### src/design/aip_pkg.sv
package aip_pkg;

    // Parser phases.
    typedef enum logic [3:0] {
        PH_HEADER,
        PH_LEN,
        PH_NAME,
        PH_PAD,
        PH_META,
        PH_DONE
    } aip_phase_t;

    // Result kinds carried on the output tuser.
    localparam logic [1:0] KIND_HEADER = 2'd0;
    localparam logic [1:0] KIND_NAME   = 2'd1;
    localparam logic [1:0] KIND_ENTRY  = 2'd2;
    localparam logic [1:0] KIND_ERROR  = 2'd3;

    // Error codes.
    localparam logic [2:0] ERR_NONE         = 3'd0;
    localparam logic [2:0] ERR_SHORT_HEADER = 3'd1;
    localparam logic [2:0] ERR_BAD_MAGIC    = 3'd2;
    localparam logic [2:0] ERR_SHORT_LENGTH = 3'd3;
    localparam logic [2:0] ERR_SHORT_NAME   = 3'd4;
    localparam logic [2:0] ERR_SHORT_PAD    = 3'd5;
    localparam logic [2:0] ERR_SHORT_META   = 3'd6;

    // Magic bytes, first byte in the lowest bits.
    localparam logic [31:0] MAGIC_WORD = 32'h5F4B_5046;

    localparam logic [7:0] CHAR_BACKSLASH = 8'h5C;
    localparam logic [7:0] CHAR_SLASH     = 8'h2F;
    localparam logic [7:0] CHAR_UPPER_A   = 8'h41;
    localparam logic [7:0] CHAR_UPPER_Z   = 8'h5A;
    localparam logic [7:0] CASE_OFFSET    = 8'h20;

    // Header length in bytes minus one, metadata length in bytes minus one.
    localparam logic [4:0] HEADER_LAST_BYTE = 5'd12;
    localparam logic [4:0] META_LAST_BYTE   = 5'd15;

    typedef struct packed {
        logic        data_end;
        logic [7:0]  data_byte;
    } aip_item_t;

    typedef struct packed {
        logic [1:0]  result_kind;
        logic [31:0] format_version;
        logic [31:0] entry_count;
        logic [7:0]  name_byte;
        logic [7:0]  key_byte;
        logic [31:0] entry_index;
        logic [31:0] name_length;
        logic [63:0] timestamp;
        logic [31:0] data_size;
        logic [31:0] data_offset;
        logic [2:0]  error_code;
        logic        last;
    } aip_result_t;

    // Shifts one byte into the top of a little-endian assembled word.
    function automatic logic [31:0] shift_in32(input logic [31:0] r, input logic [7:0] b);
        shift_in32 = {b, r[31:8]};
    endfunction

    // Lookup normalization: backslash to slash, A-Z to a-z.
    function automatic logic [7:0] lookup_key(input logic [7:0] d);
        if (d == CHAR_BACKSLASH)
        begin
            lookup_key = CHAR_SLASH;
        end
        else if (d >= CHAR_UPPER_A && d <= CHAR_UPPER_Z)
        begin
            lookup_key = d + CASE_OFFSET;
        end
        else
        begin
            lookup_key = d;
        end
    endfunction

endpackage

### src/design/aip_in_stage.sv
module aip_in_stage (
    input  logic              clk,
    input  logic              rst_n,
    input  logic              s_tvalid,
    output logic              s_tready,
    input  logic [7:0]        s_tdata,
    input  logic              s_tlast,
    output logic              item_valid,
    output aip_pkg::aip_item_t item,
    input  logic              item_take
);

    logic               valid_reg;
    aip_pkg::aip_item_t item_reg;

    // The register can refill in the same cycle in which its content is taken.
    assign s_tready   = !valid_reg || item_take;
    assign item_valid = valid_reg;
    assign item       = item_reg;

    always_ff @(posedge clk or negedge rst_n)
    begin
        if (!rst_n)
        begin
            valid_reg <= 1'b0;
        end
        else if (s_tready)
        begin
            valid_reg <= s_tvalid;
        end
    end

    always_ff @(posedge clk)
    begin
        if (s_tvalid && s_tready)
        begin
            item_reg.data_byte <= s_tdata;
            item_reg.data_end  <= s_tlast;
        end
    end

endmodule

### src/design/aip_parse_core.sv
module aip_parse_core (
    input  logic                 clk,
    input  logic                 rst_n,
    input  logic                 fire,
    input  aip_pkg::aip_item_t   item,
    output logic                 res_valid,
    output aip_pkg::aip_result_t res
);

    aip_pkg::aip_phase_t phase_reg, phase_next;
    logic [4:0]  fbc_reg, fbc_next;
    logic [31:0] version_reg, version_next;
    logic        decode_reg, decode_next;
    logic [31:0] entries_left_reg, entries_left_next;
    logic [31:0] cur_entry_reg, cur_entry_next;
    logic [31:0] name_left_reg, name_left_next;
    logic [31:0] cur_len_reg, cur_len_next;
    logic [1:0]  pad_left_reg, pad_left_next;
    logic [63:0] time_reg, time_next;
    logic [31:0] size_reg, size_next;
    logic [31:0] offset_reg, offset_next;
    logic        magic_bad_reg, magic_bad_next;
    logic [2:0]  end_code;
    logic [7:0]  decoded;
    logic [7:0]  b;

    assign b = item.data_byte;

    always_comb
    begin
        phase_next        = phase_reg;
        fbc_next          = fbc_reg;
        version_next      = version_reg;
        decode_next       = decode_reg;
        entries_left_next = entries_left_reg;
        cur_entry_next    = cur_entry_reg;
        name_left_next    = name_left_reg;
        cur_len_next      = cur_len_reg;
        pad_left_next     = pad_left_reg;
        time_next         = time_reg;
        size_next         = size_reg;
        offset_next       = offset_reg;
        magic_bad_next    = magic_bad_reg;
        res_valid         = 1'b0;
        res               = '0;
        end_code          = aip_pkg::ERR_NONE;
        decoded           = decode_reg ? (b - 8'd1) : b;

        if (fire)
        begin
            if (item.data_end)
            begin
                case (phase_reg)
                    aip_pkg::PH_HEADER:
                        end_code = (fbc_reg != 5'd0) ? aip_pkg::ERR_SHORT_HEADER
                                                     : aip_pkg::ERR_NONE;
                    aip_pkg::PH_LEN:  end_code = aip_pkg::ERR_SHORT_LENGTH;
                    aip_pkg::PH_NAME: end_code = aip_pkg::ERR_SHORT_NAME;
                    aip_pkg::PH_PAD:  end_code = aip_pkg::ERR_SHORT_PAD;
                    aip_pkg::PH_META: end_code = aip_pkg::ERR_SHORT_META;
                    default:          end_code = aip_pkg::ERR_NONE;
                endcase
                if (end_code != aip_pkg::ERR_NONE)
                begin
                    res_valid       = 1'b1;
                    res.result_kind = aip_pkg::KIND_ERROR;
                    res.entry_index = (phase_reg == aip_pkg::PH_HEADER) ? 32'd0 : cur_entry_reg;
                    res.error_code  = end_code;
                    res.last        = 1'b1;
                end
                // End of stream always brings the parser back to idle.
                phase_next        = aip_pkg::PH_HEADER;
                fbc_next          = '0;
                version_next      = '0;
                decode_next       = 1'b0;
                entries_left_next = '0;
                cur_entry_next    = '0;
                name_left_next    = '0;
                cur_len_next      = '0;
                pad_left_next     = '0;
                time_next         = '0;
                size_next         = '0;
                offset_next       = '0;
                magic_bad_next    = 1'b0;
            end
            else
            begin
                case (phase_reg)
                    aip_pkg::PH_HEADER:
                    begin
                        if (fbc_reg < 5'd4)
                        begin
                            version_next = aip_pkg::shift_in32(version_reg, b);
                        end
                        else if (fbc_reg < 5'd8)
                        begin
                            if (b != aip_pkg::MAGIC_WORD[8*fbc_reg[1:0] +: 8])
                            begin
                                magic_bad_next = 1'b1;
                            end
                        end
                        else if (fbc_reg == 5'd8)
                        begin
                            decode_next = (b == 8'd1);
                        end
                        else
                        begin
                            entries_left_next = aip_pkg::shift_in32(entries_left_reg, b);
                        end

                        if (fbc_reg < aip_pkg::HEADER_LAST_BYTE)
                        begin
                            fbc_next = fbc_reg + 5'd1;
                        end
                        else
                        begin
                            fbc_next  = '0;
                            res_valid = 1'b1;
                            if (magic_bad_reg)
                            begin
                                phase_next      = aip_pkg::PH_DONE;
                                res.result_kind = aip_pkg::KIND_ERROR;
                                res.error_code  = aip_pkg::ERR_BAD_MAGIC;
                                res.last        = 1'b1;
                            end
                            else
                            begin
                                res.result_kind    = aip_pkg::KIND_HEADER;
                                res.format_version = version_reg;
                                res.entry_count    = entries_left_next;
                                res.last           = (entries_left_next == 32'd0);
                                cur_entry_next     = '0;
                                phase_next = (entries_left_next == 32'd0) ? aip_pkg::PH_DONE
                                                                          : aip_pkg::PH_LEN;
                            end
                        end
                    end

                    aip_pkg::PH_LEN:
                    begin
                        cur_len_next = aip_pkg::shift_in32(cur_len_reg, b);
                        if (fbc_reg < 5'd3)
                        begin
                            fbc_next = fbc_reg + 5'd1;
                        end
                        else
                        begin
                            fbc_next       = '0;
                            name_left_next = cur_len_next;
                            pad_left_next  = 2'd0 - cur_len_next[1:0];
                            if (cur_len_next == 32'd0)
                            begin
                                phase_next = (pad_left_next != 2'd0) ? aip_pkg::PH_PAD
                                                                     : aip_pkg::PH_META;
                            end
                            else
                            begin
                                phase_next = aip_pkg::PH_NAME;
                            end
                        end
                    end

                    aip_pkg::PH_NAME:
                    begin
                        res_valid       = 1'b1;
                        res.result_kind = aip_pkg::KIND_NAME;
                        res.name_byte   = decoded;
                        res.key_byte    = aip_pkg::lookup_key(decoded);
                        res.entry_index = cur_entry_reg;
                        res.name_length = cur_len_reg;
                        name_left_next  = name_left_reg - 32'd1;
                        if (name_left_reg == 32'd1)
                        begin
                            fbc_next   = '0;
                            phase_next = (pad_left_reg != 2'd0) ? aip_pkg::PH_PAD
                                                                : aip_pkg::PH_META;
                        end
                    end

                    aip_pkg::PH_PAD:
                    begin
                        pad_left_next = pad_left_reg - 2'd1;
                        if (pad_left_reg == 2'd1)
                        begin
                            fbc_next   = '0;
                            phase_next = aip_pkg::PH_META;
                        end
                    end

                    aip_pkg::PH_META:
                    begin
                        if (fbc_reg < 5'd8)
                        begin
                            time_next = {b, time_reg[63:8]};
                        end
                        else if (fbc_reg < 5'd12)
                        begin
                            size_next = aip_pkg::shift_in32(size_reg, b);
                        end
                        else
                        begin
                            offset_next = aip_pkg::shift_in32(offset_reg, b);
                        end

                        if (fbc_reg < aip_pkg::META_LAST_BYTE)
                        begin
                            fbc_next = fbc_reg + 5'd1;
                        end
                        else
                        begin
                            fbc_next          = '0;
                            res_valid         = 1'b1;
                            res.result_kind   = aip_pkg::KIND_ENTRY;
                            res.entry_index   = cur_entry_reg;
                            res.name_length   = cur_len_reg;
                            res.timestamp     = time_next;
                            res.data_size     = size_next;
                            res.data_offset   = offset_next;
                            res.last          = (entries_left_reg == 32'd1);
                            entries_left_next = entries_left_reg - 32'd1;
                            cur_entry_next    = cur_entry_reg + 32'd1;
                            cur_len_next      = '0;
                            phase_next = (entries_left_reg == 32'd1) ? aip_pkg::PH_DONE
                                                                     : aip_pkg::PH_LEN;
                        end
                    end

                    default:
                    begin
                        // Trailing bytes after the archive or an error are dropped.
                        phase_next = phase_reg;
                    end
                endcase
            end
        end
    end

    always_ff @(posedge clk or negedge rst_n)
    begin
        if (!rst_n)
        begin
            phase_reg        <= aip_pkg::PH_HEADER;
            fbc_reg          <= '0;
            version_reg      <= '0;
            decode_reg       <= 1'b0;
            entries_left_reg <= '0;
            cur_entry_reg    <= '0;
            name_left_reg    <= '0;
            cur_len_reg      <= '0;
            pad_left_reg     <= '0;
            time_reg         <= '0;
            size_reg         <= '0;
            offset_reg       <= '0;
            magic_bad_reg    <= 1'b0;
        end
        else
        begin
            phase_reg        <= phase_next;
            fbc_reg          <= fbc_next;
            version_reg      <= version_next;
            decode_reg       <= decode_next;
            entries_left_reg <= entries_left_next;
            cur_entry_reg    <= cur_entry_next;
            name_left_reg    <= name_left_next;
            cur_len_reg      <= cur_len_next;
            pad_left_reg     <= pad_left_next;
            time_reg         <= time_next;
            size_reg         <= size_next;
            offset_reg       <= offset_next;
            magic_bad_reg    <= magic_bad_next;
        end
    end

    // A header record only comes out of the header phase.
    a_header_from_header: assert property (@(posedge clk) disable iff (!rst_n)
        (res_valid && res.result_kind == aip_pkg::KIND_HEADER) |-> phase_reg == aip_pkg::PH_HEADER)
        else $error("header record outside header phase");

    // Once done, only the end of the stream leaves the done phase.
    a_done_sticky: assert property (@(posedge clk) disable iff (!rst_n)
        (phase_reg == aip_pkg::PH_DONE && !(fire && item.data_end)) |=>
        phase_reg == aip_pkg::PH_DONE)
        else $error("left done phase without end of stream");

    // The byte counter never passes the longest field group.
    a_fbc_range: assert property (@(posedge clk) disable iff (!rst_n)
        fbc_reg <= aip_pkg::META_LAST_BYTE)
        else $error("field byte counter out of range");

    // The name phase is never entered with no name bytes left.
    a_name_nonzero: assert property (@(posedge clk) disable iff (!rst_n)
        phase_reg == aip_pkg::PH_NAME |-> name_left_reg != 32'd0)
        else $error("name phase with zero bytes left");

endmodule

### src/design/aip_out_stage.sv
module aip_out_stage (
    input  logic                 clk,
    input  logic                 rst_n,
    input  logic                 res_valid,
    input  aip_pkg::aip_result_t res,
    output logic                 res_ready,
    output logic                 out_valid,
    output aip_pkg::aip_result_t out_res,
    input  logic                 out_ready
);

    logic                 main_valid_reg;
    logic                 skid_valid_reg;
    aip_pkg::aip_result_t main_reg;
    aip_pkg::aip_result_t skid_reg;
    logic                 main_free;

    // Ready depends only on the skid register, so no path runs from the output ready.
    assign res_ready = !skid_valid_reg;
    assign main_free = !main_valid_reg || out_ready;
    assign out_valid = main_valid_reg;
    assign out_res   = main_reg;

    always_ff @(posedge clk or negedge rst_n)
    begin
        if (!rst_n)
        begin
            main_valid_reg <= 1'b0;
            skid_valid_reg <= 1'b0;
        end
        else if (main_free)
        begin
            main_valid_reg <= skid_valid_reg || (res_valid && res_ready);
            skid_valid_reg <= 1'b0;
        end
        else if (res_valid && res_ready)
        begin
            skid_valid_reg <= 1'b1;
        end
    end

    always_ff @(posedge clk)
    begin
        if (main_free)
        begin
            main_reg <= skid_valid_reg ? skid_reg : res;
        end
        else if (res_valid && res_ready)
        begin
            skid_reg <= res;
        end
    end

    // The skid register is only in use while the main register holds a stalled result.
    a_skid_behind_main: assert property (@(posedge clk) disable iff (!rst_n)
        skid_valid_reg |-> main_valid_reg)
        else $error("skid register valid with empty main register");

    // A stalled result is replaced only after it was taken.
    a_no_overwrite: assert property (@(posedge clk) disable iff (!rst_n)
        (main_valid_reg && !out_ready) |=> main_valid_reg)
        else $error("stalled result dropped");

endmodule

### src/design/archive_index_parser_top.sv
// Archive index parser.
// The input stream (s_*) carries one index byte per transaction in s_tdata[7:0];
// a transaction with s_tlast high marks the end of the stream and carries no byte.
// The output stream (m_*) carries at most one result per input transaction:
// a header record, a decoded name byte with its lookup byte, an entry record or
// an error. m_tuser holds the result kind and m_tlast marks the final result of
// an archive (empty header, last entry record, or any error).
// An accepted byte waits in the input register until the parse step takes it;
// its result is registered in the main output register and offered on m_tvalid.
// Throughput: one transaction per cycle while the output side has room, set by
// the single-pass parse step between the input register and the result register.
// When the receiver stalls, a two-entry output register (main plus skid) keeps
// the input side running for one more result; then s_tready drops until the
// receiver takes a result. s_tready never depends combinationally on m_tready.
// Reset clears all parser state to the idle header phase and empties both the
// input register and the output registers.
module archive_index_parser_top (
    input  logic         clk,
    input  logic         rst_n,
    input  logic         s_tvalid,
    output logic         s_tready,
    input  logic [7:0]   s_tdata,   // [7:0] data_byte
    input  logic         s_tlast,   // stream_end
    output logic         m_tvalid,
    input  logic         m_tready,
    output logic [279:0] m_tdata,   // [31:0] format_version, [63:32] entry_count,
                                    // [71:64] name_byte, [79:72] key_byte,
                                    // [111:80] entry_index, [143:112] name_length,
                                    // [207:144] timestamp, [239:208] data_size,
                                    // [271:240] data_offset, [274:272] error_code,
                                    // [279:275] zero
    output logic [1:0]   m_tuser,   // [1:0] result_kind
    output logic         m_tlast    // last
);

    logic                 item_valid;
    aip_pkg::aip_item_t   item;
    logic                 res_valid;
    logic                 res_ready;
    logic                 fire;
    aip_pkg::aip_result_t res;
    aip_pkg::aip_result_t out_res;

    // A buffered byte is parsed whenever the output side has room for a result.
    assign fire = item_valid && res_ready;

    aip_in_stage u_in_stage (
        .clk        (clk),
        .rst_n      (rst_n),
        .s_tvalid   (s_tvalid),
        .s_tready   (s_tready),
        .s_tdata    (s_tdata),
        .s_tlast    (s_tlast),
        .item_valid (item_valid),
        .item       (item),
        .item_take  (fire)
    );

    aip_parse_core u_parse_core (
        .clk       (clk),
        .rst_n     (rst_n),
        .fire      (fire),
        .item      (item),
        .res_valid (res_valid),
        .res       (res)
    );

    aip_out_stage u_out_stage (
        .clk       (clk),
        .rst_n     (rst_n),
        .res_valid (res_valid),
        .res       (res),
        .res_ready (res_ready),
        .out_valid (m_tvalid),
        .out_res   (out_res),
        .out_ready (m_tready)
    );

    assign m_tdata = {5'd0,
                      out_res.error_code,
                      out_res.data_offset,
                      out_res.data_size,
                      out_res.timestamp,
                      out_res.name_length,
                      out_res.entry_index,
                      out_res.key_byte,
                      out_res.name_byte,
                      out_res.entry_count,
                      out_res.format_version};
    assign m_tuser = out_res.result_kind;
    assign m_tlast = out_res.last;

endmodule
### config.mk
export PLATFORM = sky130hd
export DESIGN_NAME = archive_index_parser_top
export DESIGN_NICKNAME = d
export VERILOG_FILES = /design/src/design/aip_pkg.sv /design/src/design/aip_in_stage.sv /design/src/design/aip_parse_core.sv /design/src/design/aip_out_stage.sv /design/src/design/archive_index_parser_top.sv
export SDC_FILE = /design/constraint.sdc
export NUM_CORES = 2
export LEC_CHECK = 0
export ABC_CLOCK_PERIOD_IN_PS = 73000
export BUFFER_PORTS_ARGS = -buffer_cell sky130_fd_sc_hd__buf_4
export CAP_MARGIN = 20
export CORE_MARGIN = 8
export CORE_UTILIZATION = 55
export CTS_CLUSTER_SIZE = 8
export DETAILED_ROUTE_END_ITERATION = 16
export PLACE_DENSITY = 0.73
export SKIP_LAST_GASP = 1
export SLEW_MARGIN = 10
export SYNTH_ARGS = -nofsm -noshare
export SYNTH_HDL_FRONTEND = slang
export SYNTH_SLANG_ARGS = --single-unit
### constraint.sdc
create_clock -name clk -period 73 [get_ports clk]
set_input_delay 10.95 -clock clk [delete_from_list [all_inputs] [get_ports clk]]
set_output_delay 10.95 -clock clk [all_outputs]
set_load 0.005 [all_outputs]
==> metrics.md <==
| Metric | Value |
|---|---|
| Top post-synthesis cells by area | edfxtp_1, dfrtp_1, nand2_1, a21o_1, o21ai_0 |
| Count leader, synth | edfxtp_1 |
| Internal | 1070 µW |
| Primary FF master, synth | edfxtp_1 |
| P per Cell Area | 35.4 nW/µm² |
| Max Freq | about 0.077 GHz |
| Largest net degree at the start of global routing | 215 |
| Hold depth | 2 |
| # nets final | 3,578 |
| CP Capture Type | flip-flop |
| N_diodes | 0 |
| Yosys top cell by area | edfxtp_1 |
| Internal reg-to-reg setup slack | ~68,000 ps |
| H-tree Lvls | 3 |
| Synth unique cells | 80 |
| Mapped Avg Cell Area | 11.4 µm² |
| Post-synth top cells | edfxtp_1, nand2_1, dfrtp_1 |
| Layout cells sized above 1 | 0.143 |
| Cell count after synthesis | 3,322 |
| Worst Hold Launch | u_parse_core.offset_reg[1] |
| Async SR Flop Fraction | 0.350 |
| RSZ-0062 raised after global routing | no |
| Post-CTS Setup Inserts | 0 |
| Pre-Repair DR Iteration Count | 6 |
| Final setup vio count | 0 |
| Core area | 68,500 µm² |
| Area fraction of the dominant cell type after synthesis | 0.445 |
| Die Y | 279 µm |
| Worst R2R Path Depth | 7 |
| First-pass GRT wire length | ~150,000 µm |
| P_leak | 0.0194 µW |
| Ys Warns | 0 |
| Global router's overall resource usage | 0.242 |
| Post-Layout Cell Count | 4,535 |
| Num rows | 96 |
| Synthesized flop and latch total | 866 |
| Routed Antenna Nets | 0 |
| Final TNS setup | 0 ps |
| Initial antenna violation count | 0 |
| TritonCTS buffer count | about 120 |
| R2R Path Start | u_parse_core.phase_reg[2] |
| Post-Route WL | around 97,000 µm |
| Post_cts resized | 0 |
| Least-Margin Pin Slew | 1140 ps |
| Avg WL per Cell | 21.4 µm |
| DIE AREA | 77,700 µm² |
| Vias in the first global route | 26,600 |
| Clk buf depth | 3 |
| Clock Power Share | 0.321 |
| Capturing point of the worst reg2reg path | u_parse_core.offset_reg[29] |
| Worst Path Arrival | 13,310 ps |
| Inst Count DP | 4,305 |
| Mapped cell area | approximately 38,000 µm² |
| Max cap viols | 0 |
| Comb power frac | 0.239 |
| CTS sink count | 866 |
| Worst setup margin | 59,960 ps |
| CTS Hold Buffers Added | 0 |
| Hold Path End | u_parse_core.offset_reg[1] |
| Class of the worst hold path | flip-flop to flip-flop |
| Final Hold Fails | 0 |
| Dpl hpwl | 60,800 µm |
| Initial drt markers | 2,881 |
| Worst-path clk slew | 50 ps |
| Area grow syn2layout | 17.0% |
| Critical Path RT | 73,270 ps |
| Initial Util | 0.555 |
| Final Max Slew Viols | 0 |
| Outcome | completed |
| Switch Pwr | 503 µW |
| Setup Crit Path Kind | input port to flip-flop |
| Post-route DRC | 0 |
| Total grt overflow | 0 |
| Fin crit period | roughly 13,000 ps |
| CTS tree | done |
| Net Sw Frac | 0.319 |
| Via-to-Cell Ratio | 6.07 |
| Clk_skew | 48.7 ps |
| Sequential-to-total area share from yosys stat | 0.645 |
| Port Buffers | 292 |
| Tcrit/Tclk final | 0.179 |
| Flop pwr share | 0.439 |
| Startpoint types | input port |
| Worst-Skew Late Latency | between 600 and 700 ps |
| GP Congestion | approximately 0.89 |
| Ports | 298 |
| Number of synthesized flops with an enable pin | 563 |
| CTS root buf | clkbuf_16 |
| Die X | 279 µm |
| Worst hold slack | 485 ps |
| Setup Slack @ Placement | 59,040 ps |
| Worst Path Max Fanout | between 60 and 70 |
| Worst rel slew slack | 0.240 |
| Final Core Density | 0.649 |
| Total number of vias | 27,500 |
| Peak VDD IR | 26.0 µV |
## worst max-delay path by stage
| stage | from | slack, ps | endpoint |
|---|---|---|---|
| after global placement | m_tready | 59210 | u_out_stage.skid_reg[47] |
| final | m_tready | 59960 | u_out_stage.skid_reg[222] |
| after CTS | m_tready | 59760 | u_out_stage.skid_reg[47] |
| after detailed placement | m_tready | 59040 | u_out_stage.skid_reg[47] |
| after floorplan | m_tready | 27650 | u_out_stage.skid_reg[0] |
| after global routing | m_tready | 59780 | u_out_stage.skid_reg[222] |
## power groups by stage
stage,logic [µW],clock network [µW],registers [µW]
floorplan,224,0,696
global placement,363,0,694
detailed placement,373,0,698
CTS,375,516,691
global route,412,537,701
finish,377,506,692
## per-stage QoR
step | power [µW] | area [µm²]
2_1_floorplan | 920 | 38000
3_3_place_gp | 1060 | 40800
3_5_place_dp | 1070 | 40800
4_1_cts | 1580 | 44300
5_1_grt | 1650 | 44400
6_report | 1570 | 44400
## kinds of logic after synthesis
| logic type | count (synthesis) | synth area share |
|---|---|---|
| adders and majority gates | 15 | 0.00494 |
| muxes | 34 | 0.00910 |
| DFF | 866 | 0.645 |
| buffers and inverters | 266 | 0.0275 |
| AOI/OAI and AO/OA | 1077 | 0.182 |
| and+or+nand+nor | 1041 | 0.126 |
| other | 1 | 0.0000988 |
| xor gates and xnor gates | 22 | 0.00507 |
## critical path, stage by stage
cell and delay (ps):
buf_4 110, nand2b_4 400, nor2b_4 410, buf_4 580, buf_4 800
## layout by cell type (no fill, tap or decap), types with 12 or more instances in the layout
master | synthesis | layout
clkbuf_1 | 221 | 97
and2_1 | 104 | 104
nand2_1 | 549 | 547
clkbuf_16 | 0 | 118
nor4_1 | 29 | 27
nor3_1 | 39 | 38
a22o_1 | 102 | 102
a31oi_1 | 22 | 22
ha_1 | 15 | 15
nand3_1 | 29 | 29
xnor2_1 | 18 | 18
and3_1 | 12 | 12
edfxtp_1 | 563 | 563
nand4_1 | 17 | 17
mux2i_1 | 30 | 30
a21o_1 | 215 | 215
o22ai_1 | 15 | 15
dfrtp_1 | 303 | 302
nor2_1 | 163 | 159
a21boi_0 | 131 | 131
inv_1 | 21 | 21
or3_1 | 17 | 17
buf_4 | 6 | 340
o21ai_0 | 302 | 301
a21oi_1 | 226 | 223
## layer usage
| metal | track usage | up-vias | part of all wire |
|---|---|---|---|
| met3 | 0.0441 | 159 | 0.070 |
| met4 | 0.0763 | 0 | 0.024 |
| met2 | 0.385 | 1127 | 0.48 |
| met5 | 0 | - | 0 |
| met1 | 0.340 | 13700 | 0.43 |
| li1 | - | 12600 | - |
## cell type report
class	instances	area (µm²)
Fill cell	5137	24000
Clock buffer	215	3320
Inverter	22	82.6
Clock inverter	8	139
Tap cell	882	1100
Multi-Input combinational cell	2194	12600
Timing Repair Buffer	348	2720
Sequential cell	866	24500
No activity file was read; power rests on OpenSTA's default activity.
